$ cat src/design/safu_pkg.sv
// ----------------------------------------------------------------------------
// safu_pkg
// Shared types and constants of the slot allocating fifo unit: item layouts,
// operation and status codes, and the sizes of the slot pool.
// ----------------------------------------------------------------------------
package safu_pkg;

   // pool size and the widths that follow from it
   localparam int SLOTS     = 16;
   localparam int SLOT_W    = (SLOTS > 2) ? $clog2(SLOTS) : 1;
   localparam int OCC_W     = $clog2(SLOTS + 1);

   // fixed field widths of the items
   localparam int KIND_W    = 2;
   localparam int POS_W     = 4;
   localparam int SLOT_FW   = 4;
   localparam int COUNT_W   = 5;
   localparam int STATUS_W  = 2;

   // width of head pointer plus peek position
   localparam int IDX_SUM_W = ((SLOT_W > POS_W) ? SLOT_W : POS_W) + 1;

   // operation codes
   localparam logic [KIND_W-1:0] KIND_PUSH = 2'd0;
   localparam logic [KIND_W-1:0] KIND_POP  = 2'd1;
   localparam logic [KIND_W-1:0] KIND_PEEK = 2'd2;

   // status codes
   localparam logic [STATUS_W-1:0] ST_OK    = 2'd0;
   localparam logic [STATUS_W-1:0] ST_FULL  = 2'd1;
   localparam logic [STATUS_W-1:0] ST_EMPTY = 2'd2;
   localparam logic [STATUS_W-1:0] ST_RANGE = 2'd3;

   // request item
   typedef struct packed {
      logic [KIND_W-1:0] kind;
      logic [POS_W-1:0]  position;
   } req_type;

   // response item
   typedef struct packed {
      logic [SLOT_FW-1:0]  slot;
      logic [COUNT_W-1:0]  count;
      logic [STATUS_W-1:0] status;
   } rsp_type;

endpackage

$ cat src/design/slot_allocating_fifo_unit.sv
// ----------------------------------------------------------------------------
// slot_allocating_fifo_unit
// Pool of buffer slots with a lowest-free allocator and a fifo ring of the
// claimed slot numbers; push, pop and peek, one result item per request.
// ----------------------------------------------------------------------------
// Usage:
//   req_valid/req_stall/req_data carry one operation per item (push, pop or
//   peek with a position). rsp_valid/rsp_stall/rsp_data return exactly one
//   item per request: the slot number, the count of used slots after the
//   operation, and a status code.
//   A request is held in the request register; then the allocator, ring
//   access and pointer update run in one pass into the response register.
//   Throughput is one item per cycle while rsp_stall is low; the single
//   pass over the state is the only step, so consecutive operations see
//   each other's updates directly.
//   When rsp_stall is high the response register holds, the request register
//   holds behind it, and req_stall rises once both are full.
//   Reset (synchronous, active high) empties the pool: all slots free, both
//   ring pointers and the count at zero. Ring entries are not cleared; only
//   entries written by a push are ever read.
// ----------------------------------------------------------------------------
module slot_allocating_fifo_unit (
   input  logic              clock,
   input  logic              reset,
   input  logic              req_valid,
   output logic              req_stall,
   input  safu_pkg::req_type req_data,
   output logic              rsp_valid,
   input  logic              rsp_stall,
   output safu_pkg::rsp_type rsp_data
);
   import safu_pkg::*;

   // request stage
   logic    req_valid_ff, req_valid_in;
   req_type req_ff;

   // response stage
   logic    rsp_valid_ff, rsp_valid_in;
   rsp_type rsp_ff, rsp_in;

   // pool state
   logic [SLOTS-1:0]  used_map_ff, used_map_in;
   logic [SLOT_W-1:0] ring_ff [SLOTS];
   logic [SLOT_W-1:0] head_ff, head_in;
   logic [SLOT_W-1:0] tail_ff, tail_in;
   logic [OCC_W-1:0]  occ_ff, occ_in;

   // datapath
   logic                 advance;
   logic                 fire;
   logic                 ring_we;
   logic [SLOT_W-1:0]    free_idx;
   logic                 is_full;
   logic [IDX_SUM_W-1:0] idx_sum;
   logic [SLOT_W-1:0]    peek_idx;
   logic [SLOT_W-1:0]    slot_val;
   logic [STATUS_W-1:0]  status_val;

   // handshake
   assign advance   = !rsp_valid_ff || !rsp_stall;
   assign fire      = req_valid_ff && advance;
   assign req_stall = req_valid_ff && !advance;
   assign rsp_valid = rsp_valid_ff;
   assign rsp_data  = rsp_ff;

   assign req_valid_in = req_stall ? 1'b1 : req_valid;
   assign rsp_valid_in = advance ? req_valid_ff : 1'b1;

   // lowest free slot, priority to slot zero
   always_comb begin
      free_idx = '0;
      for (int i = SLOTS - 1; i >= 0; i--) begin
         if (!used_map_ff[i]) begin
            free_idx = SLOT_W'(i);
         end
      end
   end

   assign is_full = (occ_ff == OCC_W'(SLOTS));

   // ring index for peek, wraps once since position stays below the pool size
   always_comb begin
      idx_sum = IDX_SUM_W'(head_ff) + IDX_SUM_W'(req_ff.position);
      if (idx_sum >= IDX_SUM_W'(SLOTS)) begin
         idx_sum = idx_sum - IDX_SUM_W'(SLOTS);
      end
      peek_idx = idx_sum[SLOT_W-1:0];
   end

   // operation decode and state update
   always_comb begin
      used_map_in = used_map_ff;
      head_in     = head_ff;
      tail_in     = tail_ff;
      occ_in      = occ_ff;
      ring_we     = 1'b0;
      slot_val    = '0;
      status_val  = ST_OK;
      case (req_ff.kind)
         KIND_PUSH: begin
            if (is_full) begin
               status_val = ST_FULL;
            end else begin
               slot_val              = free_idx;
               used_map_in[free_idx] = 1'b1;
               ring_we               = fire;
               tail_in = (tail_ff == SLOT_W'(SLOTS - 1)) ? '0 : tail_ff + 1'b1;
               occ_in  = occ_ff + 1'b1;
            end
         end
         KIND_POP: begin
            if (occ_ff == '0) begin
               status_val = ST_EMPTY;
            end else begin
               slot_val              = ring_ff[head_ff];
               used_map_in[slot_val] = 1'b0;
               head_in = (head_ff == SLOT_W'(SLOTS - 1)) ? '0 : head_ff + 1'b1;
               occ_in  = occ_ff - 1'b1;
            end
         end
         KIND_PEEK: begin
            if (OCC_W'(req_ff.position) >= occ_ff
                || {1'b0, req_ff.position} >= (POS_W + 1)'(SLOTS)) begin
               status_val = ST_RANGE;
            end else begin
               slot_val = ring_ff[peek_idx];
            end
         end
         default: begin
            status_val = ST_OK;
         end
      endcase
   end

   // response fields
   always_comb begin
      rsp_in.slot   = SLOT_FW'(slot_val);
      rsp_in.count  = COUNT_W'(occ_in);
      rsp_in.status = status_val;
   end

   // control registers
   always_ff @(posedge clock) begin
      if (reset) begin
         req_valid_ff <= 1'b0;
         rsp_valid_ff <= 1'b0;
         used_map_ff  <= '0;
         head_ff      <= '0;
         tail_ff      <= '0;
         occ_ff       <= '0;
      end else begin
         req_valid_ff <= req_valid_in;
         rsp_valid_ff <= rsp_valid_in;
         if (fire) begin
            used_map_ff <= used_map_in;
            head_ff     <= head_in;
            tail_ff     <= tail_in;
            occ_ff      <= occ_in;
         end
      end
   end

   // payload registers
   always_ff @(posedge clock) begin
      if (!req_stall) begin
         req_ff <= req_data;
      end
      if (fire) begin
         rsp_ff <= rsp_in;
      end
      if (ring_we) begin
         ring_ff[tail_ff] <= free_idx;
      end
   end

endmodule

$ cat config.mk
export PLATFORM = sky130hd
export DESIGN_NAME = slot_allocating_fifo_unit
export DESIGN_NICKNAME = d
export VERILOG_FILES = /design/src/design/safu_pkg.sv /design/src/design/slot_allocating_fifo_unit.sv
export SDC_FILE = /design/constraint.sdc
export NUM_CORES = 1
export LEC_CHECK = 0
export BUFFER_PORTS_ARGS = -buffer_cell sky130_fd_sc_hd__buf_2
export CELL_PAD_IN_SITES_DETAIL_PLACEMENT = 1
export CELL_PAD_IN_SITES_GLOBAL_PLACEMENT = 1
export CORE_UTILIZATION = 55
export DETAILED_ROUTE_END_ITERATION = 12
export PLACE_DENSITY_LB_ADDON = 0.1
export SKIP_LAST_GASP = 1
export SYNTH_ARGS = -nofsm -noshare
export SYNTH_HDL_FRONTEND = slang
export SYNTH_SLANG_ARGS = --single-unit
$ cat constraint.sdc
create_clock -name clock -period 5.4 [get_ports clock]
set_input_delay 0.27 -clock clock [delete_from_list [all_inputs] [get_ports clock]]
set_output_delay 0.27 -clock clock [all_outputs]
set_load 0.01 [all_outputs]
==> summary.txt, run 1 <==
via count = 4253
area share of the largest cell type after synthesis = 0.4247
total congestion overflow = 0
Die W = 104.0 um
full die area = 10820 um2
EDFF count, synth = 81
Tightest Hold Check Type = input pin to flip-flop
Req. time, crit path = 5.68 ns
Sw Ratio = 0.2199
Final #Nets = 510
Max-Cap Viols = 0
starting density of the core = 0.5753
clk buf depth = 2
setup_tns = 0 ns
sequential power share = 0.436
Post-Layout Cell Count = 632
final count of negative-setup-slack endpoints = 0
first-pass iteration count of the detailed router = 5
syn avg cell area = 12.70 um2
period utilisation layout = 0.6411
fillers = 977
Area Overhead vs Synth = 15.88%
VDD IR-drop max = 0.2462 mV
commonest register cell after synthesis = edfxtp_1
Routed WL = 17.22 mm
placer congestion estimate = 0.9317
clk_lat worst skew = 0.54 ns
placed instance count = 592
initial DRC count = 383
clock network fraction of design power = 0.513
vias in the first global route = 4298
slew margin rel. = 0.3360
Peak Freq = 288.9 MHz
CTS tree = yes
Tot GR Track Use = 0.3270
row count = 36
Inserted Clock Buffers = 17
core box area = 9955 um2
Port Buffers = 22
crit path kind = flip-flop to flip-flop
crit path cell chain = ha_1, inv_1, fa_1, mux4_2, nor2b_1, a211oi_1, a211oi_1, a221o_1
Syn Std Cell Area = 5727 um2
Clock transition at path regs = 0.06 ns
first-pass GRT wire length = 25.76 mm
sequential fraction of the synthesis area = 0.5471
RSZ-0062 raised after global routing = false
final hold violation count = 0
post-route DRC violation count = 0
Synth warnings = 0
root buffer cell = clkbuf_8
Largest stage delay, worst path = 1.05 ns
Detail Placement HPWL = 10.64 mm
peak fanout along the critical path = 16
Max stage delay cell, worst path = fa_1
vias per inst = 6.729
sw power = 488.9 uW
Slew Limit Fails = 0
CTS Sinks = 116
Area contributors post-synth = edfxtp_1 42%, dfxtp_1 12%, mux4_2 10%
CTS H-tree lvls = 4
Top cell by count, worst path = a211oi_1
post-route ant nets = 0
post-synth cell types = 61
share of post-route cells with drive strength above 1 = 0.1827
status = finished clean
Clock Skew = 0.01082 ns
FF+latch count, synth = 116
Internal = 1734 uW
Leak = 0.002320 uW
synthesized instance count = 451
Syn Nets = 476
chip height = 104.0 um
most common cell after layout, fill and taps aside = edfxtp_1
crit path DAT = 3.74 ns
fin crit period = 3.462 ns
Routed wire per std cell = 27.24 um
largest net degree at the start of global routing = 28
Worst Tran Pin Value = 0.9960 ns
leading area contributor after synthesis = edfxtp_1
initial antenna violation count = 1
post-CTS setup buffer count = 0
Cell Pwr Density = 335.0 nW/um2
crit path capture type = flip-flop
CP Launch Type = flip-flop
commonest cells after routing, fill and taps aside = 81 x edfxtp_1, 40 x nor2_1, 35 x dfxtp_1
combinational power share = 0.051
asr flop ratio synth = 0
I/O pin cnt = 23
Post-CTS Resized = 0
## final cells by class
cell class / count / area, um2 / share of cell area
clock buffer: 27 / 545.5 / 0.08220
tap: 133 / 166.4 / 0.02508
clock inverter: 5 / 56.30 / 0.008484
sequential: 116 / 3133 / 0.4721
inverter: 22 / 82.58 / 0.01244
multi-input combinational: 294 / 2432 / 0.3665
timing repair buffer: 34 / 217.7 / 0.03281
antenna: 1 / 2.502 / 0.0003771
## sequential cells by signal, summed over array words and instances (netlist names), named ones only
name and cells:
used_map_ff 16, req_valid_ff 1, ring_ff 64, req_ff 6
occ_ff 5, rsp_data 11, tail_ff 4, head_ff 4
rsp_valid 1
## logic make-up (layout without fill, tap and decap cells)
group                      Yosys count  after routing  synth area share
and+or+nand+nor                    133            133            0.1151
DFF                                116            116            0.5471
AOI/OAI and AO/OA                   92             92            0.1049
muxes                               46             46            0.1575
buffers and inverters               41             88           0.02906
adders and majority gates           15             15           0.03408
xor gates and xnor gates             8              8           0.01223
other                                0              1                 0
## power by group through the flow
stage,Combinational (uW),Clock [uW],Sequential [uW]
6_report,114,1140,970
5_1_grt,121,1170,971
4_1_cts,111,1130,969
3_5_place_dp,103,0,987
3_3_place_gp,98.6,0,986
2_1_floorplan,75.3,0,983
## metal layers
layer / track usage / wire (um)
met5: 0 / 0
met4: 0.1429 / 405
met3: 0.07644 / 1550
met2: 0.5343 / 8630
met1: 0.4182 / 6629
## critical path, delay by kind of cell, from the launching register on
kind	cells	cell delay, ns
AOI/OAI and AO/OA	3	0.77
adders and majority gates	2	1.30
buffers and inverters	1	0.09
DFF	1	0.47
muxes	1	0.42
and+or+nand+nor	1	0.15
## path summary, 6_finish.rpt
path	from	endpoint	slack, ns	cells after the start
worst max-delay path	head_ff[0]	rsp_data[7]	1.94	8
worst min-delay path	rsp_stall	rsp_valid	0.03	3
worst max register to register	head_ff[0]	rsp_data[7]	1.94	8
worst min register to register	used_map_ff[0]	used_map_ff[1]	0.52	2
## synthesized netlist by cell type, types with 2 or more instances
| library cell | count |
|---|---|
| a21oi_1 | 25 |
| a22oi_1 | 4 |
| nor2_1 | 40 |
| nand3b_1 | 4 |
| buf_1 | 5 |
| nor3b_1 | 2 |
| or4_1 | 2 |
| dfxtp_1 | 35 |
| nand2_1 | 28 |
| nand2b_1 | 8 |
| inv_1 | 21 |
| or3_1 | 2 |
| a211oi_1 | 6 |
| edfxtp_1 | 81 |
| mux2_2 | 2 |
| nand3_1 | 14 |
| clkbuf_1 | 9 |
| o21ai_0 | 16 |
| xnor2_1 | 4 |
| nor2b_1 | 8 |
| o211ai_1 | 8 |
| a21o_1 | 4 |
| mux4_1 | 7 |
| ha_1 | 14 |
| mux2i_1 | 11 |
| o21ai_1 | 6 |
| a22o_1 | 2 |
| a31oi_1 | 4 |
| mux4_2 | 26 |
| o41ai_1 | 2 |
| xor2_1 | 4 |
| nor3_1 | 12 |
| buf_2 | 4 |
| nand4_1 | 4 |
## metrics by stage
stage               utilization  total power, uW  worst slack (ns)  hold slack, ns  area [um2]
floorplan                     -             1059             2.649          0.3689        5727
global placement         0.5989             1085             2.403          0.4470        5962
detailed placement       0.5989             1091             2.243          0.4488        5962
CTS                      0.6664             2212             2.022       0.0005362        6634
global route             0.6667             2259             1.876         0.05831        6636
finish                   0.6667             2223             1.938         0.03231        6636
## timing repair
item	in CTS	in global routing
setup endpoints to repair	0	0
hold endpoints to repair	7	0
hold buffers	7	0
(Power assumes the default switching activity.)
==> inputs of run 2 (changes only) <==
ABC_AREA = 1   (was not set)
CORE_UTILIZATION = 48   (was 55)
clock period = 3.6 ns   (was 5.4 ns; I/O delays follow)
==> summary.txt, run 2 <==
vias in the first global route = 5351 (+24%)
CTS Sinks = 116 (unchanged)
core box area = 12260 um2 (+23%)
first-pass GRT wire length = 28.97 mm (+12%)
post-route ant nets = 0 (unchanged)
Synth warnings = 0 (unchanged)
Syn Nets = 712 (+50%)
Peak Freq = 385.8 MHz (+34%)
slew margin rel. = 0.2688 (-0.06721)
cell family with most CP delay = compound AO/OA/AOI/OAI gates
crit path capture type = flip-flop
fin util = 0.5741 (-0.09259)
placer congestion estimate = 0.8627 (-7.4%)
Tot GR Track Use = 0.2976 (-0.02932)
period utilisation layout = 0.7200 (+0.07894)
Clock transition at path regs = 0.06 ns (about the same)
share of post-route cells with drive strength above 1 = 0.1478 (-0.03494)
post-synth cell types = 46 (-25%)
row count = 40 (+11%)
post-CTS setup buffer count = 0 (unchanged)
Worst Tran Pin Value = 1.097 ns (+0.1008 ns)
Max stage delay cell, worst path = fa_1
CTS tree = yes
initial DRC count = 369 (-3.7%)
VDD IR-drop max = 0.4888 mV (+99%)
sequential fraction of the synthesis area = 0.5095 (-0.03762)
Slew Limit Fails = 0 (unchanged)
syn avg cell area = 8.951 um2 (-30%)
initial antenna violation count = 0 (-1)
full die area = 13270 um2 (+23%)
EDFF count, synth = 81 (unchanged)
total congestion overflow = 0 (unchanged)
most flop-heavy register = ring_ff
root buffer cell = clkbuf_16
area share of the largest cell type after synthesis = 0.3955 (-0.02921)
max reg flops = 64 (unchanged)
I/O pin cnt = 23 (unchanged)
crit path kind = flip-flop to flip-flop
post-route DRC violation count = 0 (unchanged)
Syn Std Cell Area = 6150 um2 (+7.4%)
Leak = 0.002629 uW (+13%)
Routed WL = 18.28 mm (+6.2%)
asr flop ratio synth = 0 (unchanged)
Req. time, crit path = 3.77 ns (-1.91 ns)
cell with the most instances after synthesis = a21oi_1
FF+latch count, synth = 116 (unchanged)
via count = 5106 (+20%)
crit path cell chain = ha_1, inv_1, fa_1, buf_4, o21ai_0, a21oi_1, o21ai_0, a21oi_1, o32ai_1, inv_1, o21ai_0
Area contributors post-synth = edfxtp_1 40%, dfxtp_1 11%, a21oi_1 7.5%
starting density of the core = 0.5015 (-0.07376)
Detail Placement HPWL = 11.95 mm (+12%)
leading area contributor after synthesis = edfxtp_1
fillers = 1428 (+46%)
peak fanout along the critical path = 32 (+16)
final hold violation count = 0 (unchanged)
Final #Nets = 736 (+44%)
Port Buffers = 22 (unchanged)
commonest cells after routing, fill and taps aside = 92 x a21oi_1, 89 x inv_1, 81 x edfxtp_1
final count of negative-setup-slack endpoints = 0 (unchanged)
setup_tns = 0 ns (unchanged)
CTS H-tree lvls = 4 (unchanged)
largest net degree at the start of global routing = 65 (+130%)
status = finished clean
Routed wire per std cell = 20.49 um (-25%)
Clock Skew = 0.008895 ns (-0.001923 ns)
fin crit period = 2.592 ns (-0.8697 ns)
Tightest Hold Check Type = input pin to flip-flop
clk buf depth = 2 (unchanged)
Area Overhead vs Synth = 14.47%
CP Launch Type = flip-flop
clk_lat worst skew = 0.42 ns (-0.12 ns)
crit path DAT = 2.76 ns (-0.98 ns)
most common cell after layout, fill and taps aside = a21oi_1
RSZ-0062 raised after global routing = false
commonest register cell after synthesis = edfxtp_1
Largest stage delay, worst path = 0.47 ns (-0.58 ns)
Post-CTS Resized = 0 (unchanged)
top cells by count, synth = 92 x a21oi_1, 89 x inv_1, 81 x edfxtp_1
Inserted Clock Buffers = 17 (unchanged)
Max-Cap Viols = 0 (unchanged)
synthesized instance count = 687 (+52%)
vias per inst = 5.724 (-15%)
Top cell by count, worst path = o21ai_0
Die W = 115.2 um (+11%)
Cell Pwr Density = 515.6 nW/um2 (+54%)
Antenna Cells = 0 (-1)
CP bufs+invs = 3 (+2)
first-pass iteration count of the detailed router = 5 (unchanged)
chip height = 115.2 um (+11%)
## run 2: cell type report
type                            instances  area, um2  share of cell area
Multi-Input combinational cell        442       2452              0.3484
Inverter                              101      384.1             0.05457
Timing Repair Buffer                   33      210.2             0.02986
Clock inverter                         14      209.0             0.02968
Clock buffer                           18      439.2             0.06239
Sequential cell                       116       3134              0.4453
Tap cell                              168      210.2             0.02986
## run 2: logic make-up after synthesis
logic type      count (synthesis)  synth area share
flops                         116            0.5095
buf+inv                       129           0.09176
fa+ha+maj                      15           0.03174
simple gates                  215            0.1699
compound gates                204            0.1845
xor+xnor                        8           0.01262
## run 2: where the power goes
| group | leakage, uW | internal (uW) | switching (uW) |
|---|---|---|---|
| logic | 0.00125 | 94.2 | 202 |
| registers | 0.00107 | 1440 | 25.5 |
| clock network | 0.000309 | 1240 | 626 |
## run 2: worst paths after layout
kind,cells after the start,startpoint,slack [ns],end
max,11,head_ff[0],1.01,rsp_data[7]
min,3,rsp_stall,0.10,rsp_valid
max reg2reg,11,head_ff[0],1.01,rsp_data[7]
min reg2reg,2,used_map_ff[15],0.48,used_map_ff[15]
## run 2: timing repair
action,in CTS,in global routing
hold buffers,7,0
hold endpoints to repair,7,0
endpoints found under the setup margin,0,0
## run 2: metrics by stage
| step | power (uW) | instances | hold slack (ns) | worst slack [ns] | cell area [um2] |
|---|---|---|---|---|---|
| floorplan | 1693 | 687 | 0.2553 | 1.416 | 6150 |
| global placement | 1762 | 853 | 0.3576 | 1.060 | 6321 |
| detailed placement | 1774 | 853 | 0.3616 | 1.062 | 6321 |
| CTS | 3644 | 892 | 0.07726 | 1.050 | 7039 |
| global route | 3713 | 892 | 0.09892 | 0.8933 | 7039 |
| finish | 3630 | 892 | 0.1020 | 1.008 | 7039 |
## run 2: worst min-delay path: cells and delay by family
family / cells / cell delay [ns]
compound gates: 1 / 0.08
buf+inv: 1 / 0.10
simple gates: 1 / 0.11
## run 2: per-layer routing
layer	part of all wire	wire length (um)	vias up	global-route usage
met5	0	0	-	0
met3	0.040	730	35	0.05693
met1	0.44	7973	2505	0.3759
met4	0.028	514	0	0.1403
li1	-	-	2413	-
met2	0.50	9059	153	0.4936
